File: config.mk
export PLATFORM = sky130hd
export DESIGN_NAME = lifting_dwt53_rgb_line_core
export DESIGN_NICKNAME = d
export VERILOG_FILES = /design/src/rtl/ldwt_pkg.sv /design/src/rtl/ldwt_front.sv /design/src/rtl/ldwt_queue.sv /design/src/rtl/ldwt_back.sv /design/src/rtl/lifting_dwt53_rgb_line_core.sv
export SDC_FILE = /design/constraint.sdc
export NUM_CORES = 1
export LEC_CHECK = 0
export BUFFER_PORTS_ARGS = -buffer_cell sky130_fd_sc_hd__buf_2
export CORE_ASPECT_RATIO = 1.4
export CORE_MARGIN = 4
export CORE_UTILIZATION = 55
export CTS_CLUSTER_SIZE = 20
export DETAILED_ROUTE_END_ITERATION = 16
export PLACE_DENSITY_LB_ADDON = 0.15
export SLEW_MARGIN = 20
export SYNTH_ARGS = -nofsm -noshare
export SYNTH_HDL_FRONTEND = slang
export SYNTH_SLANG_ARGS = --single-unit
File: constraint.sdc
create_clock -name clock -period 5.2 [get_ports clock]
set_clock_uncertainty 0.1 [all_clocks]
set_input_delay 0.26 -clock clock [delete_from_list [all_inputs] [get_ports clock]]
set_output_delay 0.26 -clock clock [all_outputs]
set_load 0.01 [all_outputs]
File: src/rtl/ldwt_pkg.sv
// Shared types, constants and lifting arithmetic for the 5/3 line transform.
`default_nettype none
package ldwt_pkg;

   localparam int CHAN_W      = 9;
   localparam int NUM_CHAN    = 3;
   localparam int SAMPLE_W    = CHAN_W * NUM_CHAN;   // compact sample, 27 bits
   localparam int WORD_W      = 29;                  // packed pixel word
   localparam int QUEUE_DEPTH = 4;

   // Positions in the per-command result mask, also the emit order.
   localparam int RES_UPD = 0;
   localparam int RES_D   = 1;
   localparam int RES_X   = 2;
   localparam int NUM_RES = 3;

   localparam logic signed [10:0] CLAMP_MAX = 11'sd255;

   typedef enum logic [1:0] {
      PH_FIRST  = 2'd0,
      PH_SECOND = 2'd1,
      PH_EVEN   = 2'd2,
      PH_ODD    = 2'd3
   } phase_type;

   // One queued command: up to three results from one accepted sample.
   typedef struct packed {
      logic                has_upd;
      logic                has_d;
      logic                has_x;
      logic                x_last;
      logic [SAMPLE_W-1:0] upd_s;
      logic [SAMPLE_W-1:0] upd_l;
      logic [SAMPLE_W-1:0] upd_r;
      logic [SAMPLE_W-1:0] d_word;
      logic [SAMPLE_W-1:0] x_word;
   } cmd_type;

   typedef struct packed {
      logic [NUM_CHAN-1:0] flags;
      logic [SAMPLE_W-1:0] word;
   } upd_result_type;

   function automatic logic [SAMPLE_W-1:0] compact(input logic [WORD_W-1:0] p);
      return {p[28:20], p[18:10], p[8:0]};
   endfunction

   function automatic logic [WORD_W-1:0] expand(input logic [SAMPLE_W-1:0] w);
      return {w[26:18], 1'b0, w[17:9], 1'b0, w[8:0]};
   endfunction

   // Detail: s - floor((l + r) / 2), wrapped to 9 bits per channel.
   function automatic logic [SAMPLE_W-1:0] predict(input logic [SAMPLE_W-1:0] s,
                                                   input logic [SAMPLE_W-1:0] l,
                                                   input logic [SAMPLE_W-1:0] r);
      logic [SAMPLE_W-1:0] res;
      logic [CHAN_W-1:0]   sc, lc, rc;
      logic signed [9:0]   sum, half, d;
      res = '0;
      for (int c = 0; c < NUM_CHAN; c++) begin
         sc   = s[c*CHAN_W +: CHAN_W];
         lc   = l[c*CHAN_W +: CHAN_W];
         rc   = r[c*CHAN_W +: CHAN_W];
         sum  = $signed({lc[8], lc}) + $signed({rc[8], rc});
         half = sum >>> 1;
         d    = $signed({sc[8], sc}) - half;
         res[c*CHAN_W +: CHAN_W] = d[CHAN_W-1:0];
      end
      return res;
   endfunction

   // Smooth: s + floor((l + r + 2) / 4), clamped above at 255, wrapped.
   function automatic upd_result_type update(input logic [SAMPLE_W-1:0] s,
                                             input logic [SAMPLE_W-1:0] l,
                                             input logic [SAMPLE_W-1:0] r);
      upd_result_type    res;
      logic [CHAN_W-1:0] sc, lc, rc;
      logic signed [10:0] sum, q, v;
      res = '0;
      for (int c = 0; c < NUM_CHAN; c++) begin
         sc  = s[c*CHAN_W +: CHAN_W];
         lc  = l[c*CHAN_W +: CHAN_W];
         rc  = r[c*CHAN_W +: CHAN_W];
         sum = $signed({{2{lc[8]}}, lc}) + $signed({{2{rc[8]}}, rc}) + 11'sd2;
         q   = sum >>> 2;
         v   = $signed({{2{sc[8]}}, sc}) + q;
         if (v > CLAMP_MAX) begin
            v = CLAMP_MAX;
            res.flags[c] = 1'b1;
         end
         res.word[c*CHAN_W +: CHAN_W] = v[CHAN_W-1:0];
      end
      return res;
   endfunction

endpackage
`default_nettype wire

File: src/rtl/ldwt_front.sv
// Front end: line phase tracking, prediction and command building.
`default_nettype none
module ldwt_front (
   input  wire logic                              clock,
   input  wire logic                              reset,
   input  wire logic                              in_valid,
   output      logic                              in_ready,
   input  wire logic [ldwt_pkg::WORD_W-1:0]       in_word,
   input  wire logic                              in_last,
   input  wire logic                              queue_full,
   output      logic                              push,
   output      ldwt_pkg::cmd_type                 push_cmd
);

   ldwt_pkg::phase_type               phase_ff, phase_in;
   logic [ldwt_pkg::SAMPLE_W-1:0]     held_ff, held_in;
   logic [ldwt_pkg::SAMPLE_W-1:0]     pending_ff, pending_in;
   logic [ldwt_pkg::SAMPLE_W-1:0]     prev_ff, prev_in;
   logic [ldwt_pkg::SAMPLE_W-1:0]     x, d;
   logic                              accept;
   ldwt_pkg::cmd_type                 cmd;

   assign in_ready = !queue_full;
   assign accept   = in_valid && in_ready;
   assign x        = ldwt_pkg::compact(in_word);
   assign d        = ldwt_pkg::predict(held_ff, pending_ff, x);

   always_comb begin
      phase_in   = phase_ff;
      held_in    = held_ff;
      pending_in = pending_ff;
      prev_in    = prev_ff;
      cmd        = '0;
      cmd.x_word = x;
      cmd.x_last = in_last;
      cmd.d_word = d;
      case (phase_ff)
         ldwt_pkg::PH_FIRST: begin
            cmd.has_x = 1'b1;
            prev_in   = x;
            phase_in  = ldwt_pkg::PH_SECOND;
         end
         ldwt_pkg::PH_SECOND: begin
            cmd.has_x = in_last;
            if (!in_last) pending_in = x;
            phase_in  = ldwt_pkg::PH_EVEN;
         end
         ldwt_pkg::PH_EVEN: begin
            // even final sample: raw value is the right neighbour
            cmd.has_upd = in_last;
            cmd.has_x   = in_last;
            cmd.upd_s   = pending_ff;
            cmd.upd_l   = prev_ff;
            cmd.upd_r   = x;
            if (!in_last) held_in = x;
            phase_in    = ldwt_pkg::PH_ODD;
         end
         ldwt_pkg::PH_ODD: begin
            cmd.has_upd = 1'b1;
            cmd.has_d   = 1'b1;
            cmd.has_x   = in_last;
            cmd.upd_s   = pending_ff;
            cmd.upd_l   = prev_ff;
            cmd.upd_r   = d;
            prev_in     = d;
            pending_in  = x;
            phase_in    = ldwt_pkg::PH_EVEN;
         end
         default: begin
            phase_in = ldwt_pkg::PH_FIRST;
         end
      endcase
      if (in_last) phase_in = ldwt_pkg::PH_FIRST;
   end

   assign push     = accept && (cmd.has_upd || cmd.has_d || cmd.has_x);
   assign push_cmd = cmd;

   always_ff @(posedge clock) begin
      if (reset) begin
         phase_ff   <= ldwt_pkg::PH_FIRST;
         held_ff    <= '0;
         pending_ff <= '0;
         prev_ff    <= '0;
      end else if (accept) begin
         phase_ff   <= phase_in;
         held_ff    <= held_in;
         pending_ff <= pending_in;
         prev_ff    <= prev_in;
      end
   end

   a_last_restarts_line: assert property (@(posedge clock) disable iff (reset)
      accept && in_last |=> phase_ff == ldwt_pkg::PH_FIRST)
      else $error("line end did not return to the first-sample phase");

   a_push_only_on_accept: assert property (@(posedge clock) disable iff (reset)
      push |-> !queue_full)
      else $error("command pushed into a full queue");

endmodule
`default_nettype wire

File: src/rtl/ldwt_queue.sv
// Small register FIFO of commands between front and back end.
`default_nettype none
module ldwt_queue #(
   parameter int DEPTH = ldwt_pkg::QUEUE_DEPTH
) (
   input  wire logic              clock,
   input  wire logic              reset,
   input  wire logic              push,
   input  wire ldwt_pkg::cmd_type push_cmd,
   input  wire logic              pop,
   output      logic              full,
   output      logic              head_valid,
   output      ldwt_pkg::cmd_type head_cmd
);

   localparam int PTR_W = (DEPTH > 1) ? $clog2(DEPTH) : 1;
   localparam int CNT_W = $clog2(DEPTH + 1);
   localparam logic [PTR_W-1:0] LAST_PTR = PTR_W'(DEPTH - 1);
   localparam logic [CNT_W-1:0] FULL_CNT = CNT_W'(DEPTH);

   ldwt_pkg::cmd_type entries_ff [DEPTH];
   logic [PTR_W-1:0]  wr_ptr_ff, wr_ptr_in;
   logic [PTR_W-1:0]  rd_ptr_ff, rd_ptr_in;
   logic [CNT_W-1:0]  count_ff, count_in;

   assign full       = (count_ff == FULL_CNT);
   assign head_valid = (count_ff != '0);
   assign head_cmd   = entries_ff[rd_ptr_ff];

   always_comb begin
      wr_ptr_in = wr_ptr_ff;
      rd_ptr_in = rd_ptr_ff;
      count_in  = count_ff;
      if (push) wr_ptr_in = (wr_ptr_ff == LAST_PTR) ? '0 : wr_ptr_ff + 1'b1;
      if (pop)  rd_ptr_in = (rd_ptr_ff == LAST_PTR) ? '0 : rd_ptr_ff + 1'b1;
      if (push && !pop)      count_in = count_ff + 1'b1;
      else if (!push && pop) count_in = count_ff - 1'b1;
   end

   always_ff @(posedge clock) begin
      if (reset) begin
         wr_ptr_ff <= '0;
         rd_ptr_ff <= '0;
         count_ff  <= '0;
      end else begin
         wr_ptr_ff <= wr_ptr_in;
         rd_ptr_ff <= rd_ptr_in;
         count_ff  <= count_in;
      end
   end

   always_ff @(posedge clock) begin
      if (push) entries_ff[wr_ptr_ff] <= push_cmd;
   end

   a_no_pop_empty: assert property (@(posedge clock) disable iff (reset)
      pop |-> head_valid)
      else $error("pop from an empty queue");

   a_count_tracks: assert property (@(posedge clock) disable iff (reset)
      push && !pop |=> count_ff == $past(count_ff) + 1'b1)
      else $error("queue count lost a push");

endmodule
`default_nettype wire

File: src/rtl/ldwt_back.sv
// Back end: update step and serial emission of each command's results.
`default_nettype none
module ldwt_back (
   input  wire logic                          clock,
   input  wire logic                          reset,
   input  wire logic                          head_valid,
   input  wire ldwt_pkg::cmd_type             head_cmd,
   output      logic                          pop,
   output      logic                          out_valid,
   input  wire logic                          out_ready,
   output      logic [ldwt_pkg::WORD_W-1:0]   out_word,
   output      logic [ldwt_pkg::NUM_CHAN-1:0] out_flags,
   output      logic                          out_last
);

   logic [ldwt_pkg::NUM_RES-1:0]   done_mask_ff, done_mask_in;
   logic [ldwt_pkg::NUM_RES-1:0]   mask, remain, sel, rest;
   logic                           out_free, load;
   ldwt_pkg::upd_result_type       upd;

   logic                           out_valid_ff, out_valid_in;
   logic [ldwt_pkg::WORD_W-1:0]    out_word_ff, out_word_in;
   logic [ldwt_pkg::NUM_CHAN-1:0]  out_flags_ff, out_flags_in;
   logic                           out_last_ff, out_last_in;

   assign upd = ldwt_pkg::update(head_cmd.upd_s, head_cmd.upd_l, head_cmd.upd_r);

   always_comb begin
      mask                    = '0;
      mask[ldwt_pkg::RES_UPD] = head_cmd.has_upd;
      mask[ldwt_pkg::RES_D]   = head_cmd.has_d;
      mask[ldwt_pkg::RES_X]   = head_cmd.has_x;
      remain = mask & ~done_mask_ff;
      // lowest pending result goes first: update, detail, pass-through
      sel = remain & (~remain + 1'b1);
      rest = remain & ~sel;

      out_free = !out_valid_ff || out_ready;
      load     = head_valid && out_free;
      pop      = load && (rest == '0);

      done_mask_in = done_mask_ff;
      if (load) done_mask_in = pop ? '0 : (done_mask_ff | sel);

      out_valid_in = out_valid_ff;
      out_word_in  = out_word_ff;
      out_flags_in = out_flags_ff;
      out_last_in  = out_last_ff;
      if (out_free) out_valid_in = load;
      if (load) begin
         out_flags_in = '0;
         out_last_in  = 1'b0;
         if (sel[ldwt_pkg::RES_UPD]) begin
            out_word_in  = ldwt_pkg::expand(upd.word);
            out_flags_in = upd.flags;
         end else if (sel[ldwt_pkg::RES_D]) begin
            out_word_in  = ldwt_pkg::expand(head_cmd.d_word);
         end else begin
            out_word_in  = ldwt_pkg::expand(head_cmd.x_word);
            out_last_in  = head_cmd.x_last;
         end
      end
   end

   always_ff @(posedge clock) begin
      if (reset) begin
         done_mask_ff <= '0;
         out_valid_ff <= 1'b0;
      end else begin
         done_mask_ff <= done_mask_in;
         out_valid_ff <= out_valid_in;
      end
   end

   always_ff @(posedge clock) begin
      out_word_ff  <= out_word_in;
      out_flags_ff <= out_flags_in;
      out_last_ff  <= out_last_in;
   end

   assign out_valid = out_valid_ff;
   assign out_word  = out_word_ff;
   assign out_flags = out_flags_ff;
   assign out_last  = out_last_ff;

   a_cmd_not_empty: assert property (@(posedge clock) disable iff (reset)
      head_valid |-> (head_cmd.has_upd || head_cmd.has_d || head_cmd.has_x))
      else $error("queued command carries no result");

   a_flags_only_update: assert property (@(posedge clock) disable iff (reset)
      load && !sel[ldwt_pkg::RES_UPD] |=> out_flags_ff == '0)
      else $error("clamp flags on a result that is not an update");

endmodule
`default_nettype wire

File: src/rtl/lifting_dwt53_rgb_line_core.sv
// Top level of the one-level 5/3 lifting transform over a line of RGB pixels.
//
//  channel   dir  transfer when           payload
//  req_*     in   req_tvalid & tready   tdata[28:0] pixel word, tlast line end
//  rsp_*     out  rsp_tvalid & tready   tdata[28:0] coefficient word,
//                                        tuser[2:0] clamp flags, tlast line done
//
//  One sample accepted per cycle while the command queue has room; results
//  leave at one per cycle from the output register while rsp_tready is high, so
//  the queue absorbs the two- and three-result bursts of odd and final samples.
//  Each input transfer is registered in the command queue, then in the output register.
//  Synchronous active-high reset clears line phase, queue and output valid.
//  A stalled result side fills the queue, then drops req_tready.
`default_nettype none
module lifting_dwt53_rgb_line_core #(
   parameter int QUEUE_DEPTH = ldwt_pkg::QUEUE_DEPTH
) (
   input  wire logic        clock,
   input  wire logic        reset,
   // slave side
   input  wire logic        req_tvalid,
   output      logic        req_tready,
   input  wire logic [31:0] req_tdata,   // [28:0] pixel_word, [31:29] zero
   input  wire logic        req_tlast,   // line_end
   // master side
   output      logic        rsp_tvalid,
   input  wire logic        rsp_tready,
   output      logic [31:0] rsp_tdata,   // [28:0] coeff_word, [31:29] zero
   output      logic [2:0]  rsp_tuser,   // [2:0] clamp_flags
   output      logic        rsp_tlast    // line_done
);

   logic                          queue_full;
   logic                          push, pop, head_valid;
   ldwt_pkg::cmd_type             push_cmd, head_cmd;
   logic [ldwt_pkg::WORD_W-1:0]   coeff;

   // Front: phase tracking and detail prediction at the input transfer.
   ldwt_front u_front (
      .clock      (clock),
      .reset      (reset),
      .in_valid   (req_tvalid),
      .in_ready   (req_tready),
      .in_word    (req_tdata[ldwt_pkg::WORD_W-1:0]),
      .in_last    (req_tlast),
      .queue_full (queue_full),
      .push       (push),
      .push_cmd   (push_cmd)
   );

   // Commands wait here so either side can stall alone.
   ldwt_queue #(
      .DEPTH (QUEUE_DEPTH)
   ) u_queue (
      .clock      (clock),
      .reset      (reset),
      .push       (push),
      .push_cmd   (push_cmd),
      .pop        (pop),
      .full       (queue_full),
      .head_valid (head_valid),
      .head_cmd   (head_cmd)
   );

   // Back: update step and one result per cycle into the output register while it is free.
   ldwt_back u_back (
      .clock      (clock),
      .reset      (reset),
      .head_valid (head_valid),
      .head_cmd   (head_cmd),
      .pop        (pop),
      .out_valid  (rsp_tvalid),
      .out_ready  (rsp_tready),
      .out_word   (coeff),
      .out_flags  (rsp_tuser),
      .out_last   (rsp_tlast)
   );

   assign rsp_tdata = {{(32 - ldwt_pkg::WORD_W){1'b0}}, coeff};

endmodule
`default_nettype wire
==> results.json <==
{
  "drt_iter0_drc": 1048,
  "grt_pass1_vias": 18199,
  "max-vdd-ir-drop_uv": 354,
  "synth_compound_area_share_pct": 6.76,
  "pwr-share-seq_pct": 33.2,
  "wl_per_cell_um": 23.0,
  "rsz0062_at_grt": "false",
  "synth_top_area_share_pct": 58.1,
  "synthCells": 2007,
  "area_growth_pct": 12.3,
  "synth_cell_type_count": 71,
  "ys_top_cells_by_count": "edfxtp_1, nand2_1, a21oi_1",
  "insertion_delay_ns": 0.61,
  "cts_buffers": 61,
  "yosys-top-cells-area": "edfxtp_1, mux4_2, dfxtp_1",
  "hp-class": "input port to flop",
  "yosys.area_share.simple_pct": 6.90,
  "worst-setup-path-type": "flop to flop",
  "synth_mux_area_share_pct": 11.0,
  "avgSynthCellArea_sq_um": 15.1,
  "end_kind": "flop",
  "power.net_switching_mw": 7.63,
  "cts-root-buf": "clkbuf_16",
  "stdcell_area_sq_mm": 0.0341,
  "slew_violations": 0,
  "swShare_pct": 35.9,
  "hold_violations": 0,
  "powerDensity_mw_per_mm2": 623,
  "setup_viol_count_final": 0,
  "cts.clk_slew.worst_paths_ns": 0.07,
  "overflow": 0,
  "comb_power_share_pct": 46.0,
  "globalplace.congestion": 0.796,
  "postPlaceCellArea_sq_mm": 0.0318,
  "io_pins": 75,
  "synth_most_common_cell": "edfxtp_1",
  "synth_top_area_cell": "edfxtp_1",
  "ant_nets": 0,
  "fmax_mhz": 202,
  "cp_max_fo": 12,
  "synth_xor_area_share_pct": 2.37,
  "finalCriticalPeriod_ns": 4.94,
  "die_y_um": 286,
  "numPortBuffers": 64,
  "maxCapViolCount": 0,
  "drive_gt1_share_pct": 17.8,
  "power_mw": 21.2,
  "clk_path_buf_depth": 3,
  "fin_crit_sh_pct": 95.1,
  "clkPwrFrac_pct": 20.9,
  "dr.pass1.iters": 5,
  "synthFlopType": "edfxtp_1",
  "grt_antenna_before_repair": 2,
  "synthAdderAreaFrac_pct": 6.43,
  "cp_data_arrival_time_ns": 5.17,
  "nNetsFinal": 2324,
  "via_per_inst": 5.90,
  "die_w_um": 207,
  "cp.required_ns": 5.43,
  "status": "complete, no violations",
  "tightest_slew_ns": 0.894,
  "nFillCells": 3980,
  "power_report.internal_total_mw": 13.6,
  "row_count": 101,
  "synth_edf_count": 587,
  "synth_top_family_by_area": "multiplexers",
  "dp.final_hpwl_um": 41900,
  "start_kind": "flop",
  "cts-htree-levels": 2,
  "async_reset_ff_share_pct": 0,
  "ys_seq_area_share_pct": 64.4,
  "core-area_sq_mm": 0.0545,
  "max_slew_margin_pct": 40.4,
  "netlist_area_sq_mm": 0.0303,
  "grt_usage_pct": 23.1,
  "dieArea_sq_mm": 0.0590,
  "drt-total-wl_um": 67100,
  "clock-sinks": 683,
  "power_leakage_nw": 11.9,
  "fin_setup_tns_ns": 0,
  "grt_pass1_wl_um": 104000,
  "yosysWarnings": 0,
  "num_vias": 17202,
  "ys_ff_latch": 683,
  "cts_tree": "yes",
  "grt_max_degree": 55,
  "initial_core_util_pct": 55.7,
  "drcViolationCount": 0
}
[worst max-delay path, stage by stage (launching register included)]
cell and delay [ns]:
dfxtp_4 0.40, buf_12 0.18, mux4_2 0.52, ha_1 0.29, ha_1 0.36, a21o_1 0.17, a31o_2 0.25, a21o_1 0.21
a211oi_1 0.27, a221oi_1 0.10, ha_1 0.23, or3_1 0.41, o21ai_0 0.27, a2111o_1 0.21, mux2i_2 0.08, buf_4 0.17
o21ai_0 0.28, o21ai_0 0.14
[per-stage QoR]
step	std cells	setup WS, ns	hold slack (ns)	utilization [%]
after detailed placement	2766	0.0356	0.341	58.3
after floorplan	2011	0.00555	0.259	-
after global routing	2915	0.0234	0.0313	62.6
after global placement	2766	0.178	0.335	58.3
final	2916	0.256	0.0138	62.6
after CTS	2911	0.0236	0.00376	62.5
[placed cells by master (no fill, tap or decap), types with 9 or more instances in the layout]
cell and n:
a31oi_1 12, a211oi_1 32, fa_1 13, a21oi_1 137
inv_1 60, mux4_2 136, xnor2_1 59, clkinv_2 13
nand2b_1 13, nor2_1 78, dlygate4sd3_1 29, clkbuf_16 64
dfxtp_1 94, buf_4 52, nor3_1 9, nor2b_1 74
or3_1 9, buf_2 63, nand2_1 213, edfxtp_1 587
nand3_1 11, o211ai_1 9, a21o_1 22, ha_1 132
mux2i_1 26, xor2_1 23, clkbuf_1 15, o21ai_0 64
[final timing paths]
check / startpoint / endpoint / slack, ns / depth (start not counted)
min: reset / u_queue.count_ff[0]$_SDFFE_PP0P_ / 0.01 / 2
min reg2reg: u_front.prev_ff[0]$_SDFFE_PP0P_ / u_front.prev_ff[0]$_SDFFE_PP0P_ / 0.35 / 2
max reg2reg: flop / u_back.out_word[13]$_DFFE_PP_ / 0.26 / 17
max: flop / u_back.out_word[13]$_DFFE_PP_ / 0.26 / 17
[layout make-up]
| class | count | area [sq um] | share of cell area, % |
|---|---|---|---|
| diodes | 2 | 5.00 | 0.0147 |
| clock buffers | 86 | 1750 | 5.15 |
| clock inverters | 30 | 231 | 0.679 |
| inverters | 61 | 229 | 0.672 |
| multi-input cells | 1181 | 10200 | 30.1 |
| flip-flops and latches | 683 | 19600 | 57.4 |
| well taps | 721 | 902 | 2.65 |
| repair buffers | 152 | 1160 | 3.39 |
[routing by layer]
metal / global-route usage [%] / up-vias / wire [um]
li1: - / 7930 / -
met1: 29.3 / 8787 / 26600
met2: 41.6 / 362 / 35900
met3: 2.77 / 123 / 2500
met4: 7.09 / 0 / 2150
met5: 0 / - / 0
[what timing repair did]
item / in CTS / in global routing
resized for setup: 0 / 2
setup buffers: 0 / 3
hold endpoints to repair: 182 / 0
endpoints found under the setup margin: 0 / 26
hold buffers: 29 / 0
[power by group through the flow]
stage	clock network, mW	logic, mW	registers [mW]
final	4.43	9.75	7.05
after global routing	4.72	10.7	7.09
after CTS	4.51	9.79	7.07
after detailed placement	0	9.73	7.18
after global placement	0	9.46	7.15
after floorplan	0	6.88	7.20
[registers in the layout, indices dropped and copies added (netlist names), named ones only]
| name | count |
|---|---|
| u_front.pending_ff | 27 |
| u_back.out_flags | 3 |
| u_front.phase_ff | 2 |
| u_back.done_mask_ff | 3 |
| u_queue.entries_ff | 556 |
| u_queue.wr_ptr_ff | 2 |
| u_back.out_last | 1 |
| u_queue.count_ff | 3 |
| u_back.out_valid | 1 |
| u_queue.rd_ptr_ff | 2 |
| u_back.out_word | 27 |
| u_front.prev_ff | 27 |
| u_front.held_ff | 27 |
[cell families (layout without fill, tap and decap cells)]
kind of cell             after synthesis  count (layout)
AND/OR/NAND/NOR                      449             449
XOR/XNOR                              82              82
adder cells (fa/ha/maj)              148             148
other                                  1               7
multiplexers                         164             164
flip-flops                           683             683
AO/OA/AOI/OAI                        333             333
buffers and inverters                147             329
No activity file was read; power rests on OpenSTA's default activity.
